==> src/sv/assert_macros.svh <==
// ---------------------------------------------------------------------------
// Assertion macros
// Shared concurrent assertion forms, clocked on clk and disabled in reset.
// ---------------------------------------------------------------------------
`ifndef ASSERT_MACROS_SVH
`define ASSERT_MACROS_SVH

// The condition holds at every clock edge outside reset.
`define ASSERT_ALWAYS(lbl, cond, msg) \
  lbl: assert property (@(posedge clk) disable iff (rst) (cond)) else $error(msg);

// When the trigger holds, the consequence holds in the following cycle.
`define ASSERT_NEXT(lbl, trig, cons, msg) \
  lbl: assert property (@(posedge clk) disable iff (rst) (trig) |=> (cons)) else $error(msg);

`endif

==> src/sv/gsa_pkg.sv <==
// ---------------------------------------------------------------------------
// gsa_pkg
// Types, constants and helpers shared by the group sum and argmax block.
// ---------------------------------------------------------------------------
package gsa_pkg;

  localparam int NUM_BINS  = 16;
  localparam int SUM_WIDTH = 48;
  localparam int REV_W     = 32;
  localparam int KEY_W     = 32;
  localparam int BIN_W     = 4;
  localparam int KEY_SHIFT = 28;
  localparam int OUT_W     = 48;

  localparam logic [SUM_WIDTH-1:0] SUM_MAX = {1'b0, {(SUM_WIDTH-1){1'b1}}};
  localparam logic [SUM_WIDTH-1:0] SUM_MIN = {1'b1, {(SUM_WIDTH-1){1'b0}}};

  // Candidate that travels down the row of cells during the final scan.
  typedef struct packed {
    logic                 valid;
    logic [BIN_W-1:0]     idx;
    logic [SUM_WIDTH-1:0] total;
  } token_t;

  // Tie order: index modulo 4 first, then the index itself.
  function automatic logic [BIN_W-1:0] tie_rank(input logic [BIN_W-1:0] idx);
    tie_rank = {idx[1:0], idx[3:2]};
  endfunction

endpackage

==> src/sv/gsa_cell.sv <==
// ---------------------------------------------------------------------------
// gsa_cell
// One bin: a saturating accumulator plus one compare stage of the scan row.
// ---------------------------------------------------------------------------
module gsa_cell (
  input  logic                                 clk,
  input  logic                                 rst,
  input  logic [gsa_pkg::BIN_W-1:0]            cell_idx,
  input  logic                                 add_en,
  input  logic [gsa_pkg::BIN_W-1:0]            add_bin,
  input  logic signed [gsa_pkg::REV_W-1:0]     add_value,
  input  gsa_pkg::token_t                      tok_in,
  output gsa_pkg::token_t                      tok_out
);

  logic [gsa_pkg::SUM_WIDTH-1:0]        total;
  logic [gsa_pkg::SUM_WIDTH-1:0]        total_next;
  logic signed [gsa_pkg::SUM_WIDTH:0]   sum;
  logic                                 own_wins;
  gsa_pkg::token_t                      tok_next;

  // Saturating add: one guard bit shows the overflow.
  always_comb begin
    sum = (gsa_pkg::SUM_WIDTH+1)'($signed(total)) + (gsa_pkg::SUM_WIDTH+1)'(add_value);
    total_next = total;
    if (tok_in.valid) begin
      total_next = '0;
    end else if (add_en && (add_bin == cell_idx)) begin
      if (sum[gsa_pkg::SUM_WIDTH] != sum[gsa_pkg::SUM_WIDTH-1]) begin
        total_next = sum[gsa_pkg::SUM_WIDTH] ? gsa_pkg::SUM_MIN : gsa_pkg::SUM_MAX;
      end else begin
        total_next = sum[gsa_pkg::SUM_WIDTH-1:0];
      end
    end
  end

  // The cell takes over the candidate when its total is larger, or equal
  // with an earlier place in the tie order. The head cell always takes it.
  always_comb begin
    own_wins = (cell_idx == '0) ||
               ($signed(total) > $signed(tok_in.total)) ||
               ((total == tok_in.total) &&
                (gsa_pkg::tie_rank(cell_idx) < gsa_pkg::tie_rank(tok_in.idx)));
    tok_next.valid = tok_in.valid;
    tok_next.idx   = own_wins ? cell_idx : tok_in.idx;
    tok_next.total = own_wins ? total : tok_in.total;
  end

  always_ff @(posedge clk) begin
    if (rst) begin
      total         <= '0;
      tok_out.valid <= 1'b0;
    end else begin
      total         <= total_next;
      tok_out.valid <= tok_next.valid;
    end
    tok_out.idx   <= tok_next.idx;
    tok_out.total <= tok_next.total;
  end

endmodule

==> config.mk <==
export PLATFORM = sky130hd
export DESIGN_NAME = gsa_cell
export DESIGN_NICKNAME = d
export VERILOG_FILES = /design/src/sv/assert_macros.svh /design/src/sv/gsa_pkg.sv /design/src/sv/gsa_cell.sv
export SDC_FILE = /design/constraint.sdc
export NUM_CORES = 1
export LEC_CHECK = 0
export BUFFER_PORTS_ARGS = -buffer_cell sky130_fd_sc_hd__buf_2
export CORE_ASPECT_RATIO = 0.9
export CORE_MARGIN = 2
export CORE_UTILIZATION = 25
export DETAILED_ROUTE_END_ITERATION = 8
export GPL_TIMING_DRIVEN = 0
export PLACE_DENSITY = 0.42
export SETUP_SLACK_MARGIN = 0.02
export SLEW_MARGIN = 20
export SYNTH_ARGS = -nofsm -noshare
export SYNTH_HDL_FRONTEND = slang
export SYNTH_SLANG_ARGS = --single-unit
==> constraint.sdc <==
create_clock -name clk -period 3.3 [get_ports clk]
set_clock_uncertainty 0.1 [all_clocks]
set_input_delay 0.495 -clock clk [delete_from_list [all_inputs] [get_ports clk]]
set_output_delay 0.495 -clock clk [all_outputs]
set_load 0.02 [all_outputs]
* Word level (Yosys, flattened, before mapping)
Index checks and enable logic that the tools add are counted.
Word-level totals: input port bits 96, register bits 101
Operators by class: eq/ne operators 3, reductions and logical operators 6, order comparisons 2, $add $sub $neg 1, mux-type cells 4
Operators by type and width (count):
- $mux W48 | 3
- $add A48 B32 Y49 | 1
- $eq A48 B48 Y1 | 1
- $gt A48 B48 Y1 | 1
- $eq A4 B4 Y1 | 1
- $logic_not A4 Y1 | 1
- $lt A4 B4 Y1 | 1
- $mux W4 | 1
- $logic_and A1 B1 Y1 | 2
- $logic_or A1 B1 Y1 | 2
- $reduce_or A2 Y1 | 1
- $ne A1 B1 Y1 | 1

* Longest topological paths before layout
Gate-level depths: netlist of run 1.
depth in word-level cells 4, mapped depth 13, depth with buffers taken out 12

* Worst setup path after synthesis of run 1
No wires, ideal clock.
kind input-to-reg, from in add_value[0] (netlist name), to reg total[46] (netlist name), cell stages on the path 12, data required time 3.131 ns, slack 0.209 ns, library setup time 0.069 ns, buffers on the path 0, arrival 2.922 ns, cell sequence ha_1 inv_1 fa_1 nand2b_1 a21o_1 a31o_2 o21ba_2 a211o_1 a211oi_2 nor2_1 o311a_1 o21ai_1
On the way: longest elaborated chain between the ends 3
Ends and longest elaborated chain:
- from (decl) | RTL line gsa_cell.sv:11 | input logic signed [gsa_pkg::REV_W-1:0] add_value,
- $add A48 B32 Y49 (*) | RTL line gsa_cell.sv:24 | sum = (gsa_pkg::SUM_WIDTH+1)'($signed(total)) + (gsa_pkg::SUM_WIDTH+1)'(add_value);
- $mux W48 or $ne A1 B1 Y1 (tied branches) | RTL line gsa_cell.sv:30, gsa_cell.sv:29
- $mux W48 (*) | RTL line gsa_cell.sv:29 | if (sum[gsa_pkg::SUM_WIDTH] != sum[gsa_pkg::SUM_WIDTH-1]) begin
- to (signal assigned) | RTL line gsa_cell.sv:54 | total <= total_next;
- to (decl) | RTL line gsa_cell.sv:16 | logic [gsa_pkg::SUM_WIDTH-1:0] total;
Every way passes the cells marked *; elsewhere a longest branch is shown, timed or not. A chain may end at the register's enable or synchronous reset.

* Worst setup path after layout of run 1
from reg total[0] (netlist name), to reg total[38] (netlist name)
On the way: longest elaborated chain between the ends 3
Ends and longest elaborated chain (RTL line):
- $add A48 B32 Y49 (*) | gsa_cell.sv:24
- $mux W48 or $ne A1 B1 Y1 (tied branches) | gsa_cell.sv:30, gsa_cell.sv:29
- $mux W48 (*) | gsa_cell.sv:29
Marked as above.

==> flow_summary.ini, run 1 <==
[synthesis]
synth_cells = 916
synth-edff-count = 0
synth_top_cell_by_area = dfxtp_1
ys_ff_latch = 101
syn-num-nets = 1112
synth-seq-area-share_pct = 25.6
yosysMostFrequentCell = a21oi_1
synthTopCellsByCount = 108 x a21oi_1, 101 x dfxtp_1, 99 x ha_1
yosys_warnings = 0
synth_top_flop_cell = dfxtp_1
netlist_area_um2 = 7890
synth_top_area_share_pct = 25.6
ys_async_sr_fraction_pct = 0
synth_area_leaders = dfxtp_1 26%, ha_1 16%, mux2_2 7.3%
synth.avg_cell_area_um2 = 8.62
synth_cell_types = 69

[power_and_ir_drop]
ir_worst_vdd_mv = 0.261
power.total_mw = 3.25
leakagePower_nw = 4.77
power_density_nw_per_um2 = 329

[critical_path]
critPathLaunchType = flop
critPathArrivalTime_ns = 3.39
worst_setup_path_end_kind = flop
path_max_fanout = 5
crit_type = flop to flop
worstPathRequired_ns = 3.51

[timing]
tns_ns = 0
min_period_ns = 3.17
drv_slew = 0
fin_hold_ws_ns = 0.207
max_freq_ghz = 0.315
timing.final.crit_share_pct = 96.2
tightest_slew_ns = 0.731
setup_viol_count_final = 0
setup_ws_ns = 0.125
relSlewSlack_pct = 50.9
finalHoldViolCount = 0

[floorplan]
start_util_pct = 25.5
dieArea_um2 = 33000
io_pins = 149
rows = 61
die_h_um = 173
die_w_um = 191
coreArea_um2 = 31000

[clock_tree]
cts-root-buf = clkbuf_16
cts_tree = done
clk_pin_slew_ns = 0.08
clkLatencyLatePin_ns = 0.38
clk_path_buf_depth = 2
htreeDepth = 3
clock-sinks = 101
cts_buffers = 9

[cells_and_area]
final_layout_size_suffix_gt1_share_pct = 27.7
area_delta_synth_final_pct = 25.1
final_cell_area_um2 = 9880
layout.nets = 1284

[routing]
wl_um = 26700
drcViolationCount = 0
dr.pass1.iters = 5
antenna_left = 0
drt_iter0_drc = 325
wl_per_cell_um = 17.7
via_per_inst = 4.88
vias = 7332

[global_routing]
grt_max_degree = 18
grt_pass1_wl_um = 41000
grt_pass1_vias = 7370
grtUsageTotal_pct = 16.1
grt-ovfl-total = 0
antenna_found_initial = 2

[placement]
place_area_um2 = 9150
dp_slack_ns = -1.18
gp_congestion = 0.850
portBuffers = 148
dp.final_hpwl_um = 20900

[run]
maxCapViolCount = 0

[min_path]
hp-class = input pin to flop

[outcome]
status = finished clean
==> power breakdown <==
group	leakage (nW)	switching [mW]	total, mW	internal (mW)
Clock	0.158	0.548	1.24	0.694
Combinational	3.78	0.419	0.719	0.299
Sequential	0.831	0.0191	1.29	1.27
==> path summary, 6_finish.rpt <==
| kind | startpoint | end | slack, ns | depth (start not counted) |
|---|---|---|---|---|
| worst max-delay path | total[0]$_SDFFE_PP0P_ | total[38]$_SDFFE_PP0P_ | 0.13 | 12 |
| worst max register to register | total[0]$_SDFFE_PP0P_ | total[38]$_SDFFE_PP0P_ | 0.13 | 12 |
| worst min-delay path | rst | tok_out[52]$_SDFF_PP0_ | 0.21 | 2 |
| worst min register to register | total[18]$_SDFFE_PP0P_ | tok_out[18]$_DFF_P_ | 0.44 | 1 |
==> cell families after synthesis <==
family	after synthesis	share of synthesized area, %
XOR/XNOR	44	5.21
buffers and inverters	113	6.18
multiplexers	53	7.53
AND/OR/NAND/NOR	155	9.86
AO/OA/AOI/OAI	347	29.3
flip-flops	101	25.6
adder cells (fa/ha/maj)	103	16.3
==> layout make-up <==
class	instances	area, µm²
multi-input cells	703	5590
repair buffers	163	871
inverters	65	244
well taps	409	512
diodes	2	5.00
plain buffers	45	309
clock buffers	12	246
flip-flops and latches	101	2030
fillers	3350	21100
clock inverters	4	77.6
==> critical path, stage by stage, from the launching register on <==
cell and delay [ns]:
dfxtp_4 0.37, ha_4 0.14, inv_1 0.05, fa_2 0.36
nand2b_1 0.17, a21o_1 0.19, a31o_4 0.25, o21ba_2 0.24
a211o_4 0.37, a21o_1 0.18, and3_1 0.21, a211oi_4 0.25
o221a_1 0.22
==> through the flow <==
step,utilization [%],cells
6_report,31.9,1504
5_1_grt,31.9,1502
4_1_cts,31.1,1498
3_5_place_dp,29.5,1473
3_3_place_gp,29.5,1473
2_1_floorplan,-,916
==> flip-flops by register name, summed over array words and instances (netlist names) <==
register and flops:
tok_out 53, total 48
==> placed cells by master (no fill, tap or decap), drive strengths merged, types with 7 or more instances in the layout <==
master	n
nand2b	10
a31oi	14
a211oi	13
mux2	51
a21oi	112
xnor2	35
o21ai	82
clkbuf	31
o221a	20
a21o	53
nor3	14
nand4	26
xor2	9
nand3	7
nor2	24
ha	99
inv	67
nand2	46
nor4	7
dfxtp	101
buf	189
==> what timing repair did <==
item	in CTS	in global routing
gates cloned	0	1
hold buffers	0	0
gates resized for setup	31	43
pin swaps	6	10
endpoints found under the hold margin	0	0
setup buffers	10	5
setup endpoints to repair	100	96
==> routing by layer <==
| metal | global-route usage (%) | up-vias | share of wire (%) |
|---|---|---|---|
| met5 | 0 | - | 0 |
| met4 | 4.26 | 0 | 1.7 |
| met3 | 3.35 | 31 | 5.3 |
| met2 | 24.6 | 155 | 42 |
| met1 | 22.8 | 3403 | 51 |
| li1 | - | 3743 | - |
(Power assumes the default switching activity.)
==> run 2: changes to the inputs <==
CORE_MARGIN = 3   (was 2)
==> flow_summary.ini, run 2 (synthesis results as in run 1) <==
[power_and_ir_drop]
ir_worst_vdd_mv = 0.264
swShare_pct = 31.3
leakagePower_nw = 4.76
internal-power_mw = 2.18
power.total_mw = 3.17
pwr-share-seq_pct = 40.7
power.switching_uw = 991
power_frac_comb_pct = 22.5
power_density_nw_per_um2 = 323
power.share.clock_pct = 36.8

[global_routing]
grtUsageTotal_pct = 15.5
grt_max_degree = 18
grt-ovfl-total = 0
antenna_found_initial = 0
grt_pass1_wl_um = 41200
grt_pass1_vias = 7146

[cells_and_area]
mostFrequentLayoutCells = 156 x buf_2, 105 x a21oi_1, 98 x ha_1, 98 x dfxtp_1, 71 x o21ai_0
fin_util_pct = 31.7
area_delta_synth_final_pct = 24.5
largest_reg_flops = 53
largest-register = tok_out
final_layout_size_suffix_gt1_share_pct = 28.1
layout.nets = 1287
final_cell_area_um2 = 9830
n_antenna_cell = 0
final_common_cell = buf_2
stdcell_count = 1505
reg.largest.list = tok_out (53), total (48)

[floorplan]
rows = 61
die_w_um = 193
start_util_pct = 25.5
dieArea_um2 = 33700
die_h_um = 175
io_pins = 149
coreArea_um2 = 31000

[clock_tree]
clk_pin_slew_ns = 0.08
cts-root-buf = clkbuf_16
cts_hold_buf = 0
cts_tree = done
clock-sinks = 101
cts_buffers = 9
htreeDepth = 3
clkLatencyLatePin_ns = 0.38
clk_path_buf_depth = 2

[critical_path]
worstPathRequired_ns = 3.52
crit_path_cell_trace = ha_4 -> inv_1 -> fa_2 -> nand2b_4 -> a21o_1 -> a31o_4 -> a21oi_4 -> o21ai_4 -> a31oi_4 -> a21oi_4 -> buf_6 -> buf_4 -> a211oi_2 -> o221a_1
critPathArrivalTime_ns = 3.37
crit_type = flop to flop
max_stage_delay_ns = 0.37
critPathTopFamily = compound AO/OA/AOI/OAI gates
path_buf_inv = 3
worst_setup_path_end_kind = flop
crit_top_cell = a21oi_4
crit_slowest_cell = dfxtp_4
critPathLaunchType = flop
path_max_fanout = 6

[routing]
antenna_left = 0
wl_um = 26900
via_per_inst = 4.81
vias = 7245
dr.pass1.iters = 5
wl_per_cell_um = 17.9
drcViolationCount = 0
drt_iter0_drc = 293

[timing]
drv_slew = 0
finalHoldViolCount = 0
timing.final.crit_share_pct = 95.5
max_freq_ghz = 0.317
rsz0062_at_grt = yes
setup_viol_count_final = 0
relSlewSlack_pct = 23.5
min_period_ns = 3.15
tightest_slew_ns = 1.14
fin_hold_ws_ns = 0.204

[run]
maxCapViolCount = 0

[outcome]
status = finished clean

[placement]
portBuffers = 148
dp_cells = 1473
gp_congestion = 0.890
place_area_um2 = 9150
dp.final_hpwl_um = 21100

[min_path]
hp-class = input pin to flop
-- run 2: routing by layer --
metal,global-route usage [%],part of all wire (%),vias to the layer above
met5,0,0,-
met4,3.16,0.83,0
met3,2.78,4.1,14
met2,23.8,43,153
met1,22.8,52,3324
li1,-,-,3754
-- run 2: metrics by stage --
stage / setup TNS [ns] / worst slack (ns)
floorplan: 0 / 0.209
global placement: -79.80 / -1.11
detailed placement: -77.86 / -1.07
CTS: 0 / 0.0309
global route: -0.00586 / -0.00487
finish: 0 / 0.149
-- run 2: cell type report --
class                      count  area [µm²]
clock inverter                 5        58.8
timing repair buffer         166         882
fill                        3359       21200
tap                          409         512
inverter                      65         244
multi-input combinational    702        5560
sequential                   101        2030
buffer                        46         297
clock buffer                  11         243
-- run 2: worst register-to-register path, stage by stage, from the launching register on --
cell	delay (ns)
dfxtp_4	0.37
ha_4	0.13
inv_1	0.05
fa_2	0.35
nand2b_4	0.15
a21o_1	0.18
a31o_4	0.25
a21oi_4	0.22
o21ai_4	0.12
a31oi_4	0.25
a21oi_4	0.12
buf_6	0.17
buf_4	0.13
a211oi_2	0.27
o221a_1	0.21
-- run 2: timing repair --
action | CTS | global route
pin swaps | 5 | 15
resized for setup | 30 | 34
setup buffers | 9 | 9
endpoints found under the setup margin | 100 | 97
-- run 2: power groups by stage --
stage	Clock [mW]	Sequential [mW]	Combinational, mW
finish	1.17	1.29	0.714
detailed placement	0	1.32	0.676
CTS	1.23	1.29	0.701
global placement	0	1.32	0.675
global route	1.26	1.30	0.787
floorplan	0	1.38	0.374
-- run 2: path summary, 6_finish.rpt --
path	slack, ns	cells past startpoint	startpoint	endpoint
worst max-delay path	0.15	14	total[0]$_SDFFE_PP0P_	total[41]$_SDFFE_PP0P_
worst min-delay path	0.20	2	tok_in[52]	total[47]$_SDFFE_PP0P_
worst max register to register	0.15	14	total[0]$_SDFFE_PP0P_	total[41]$_SDFFE_PP0P_
worst min register to register	0.46	1	total[17]$_SDFFE_PP0P_	tok_out[17]$_DFF_P_
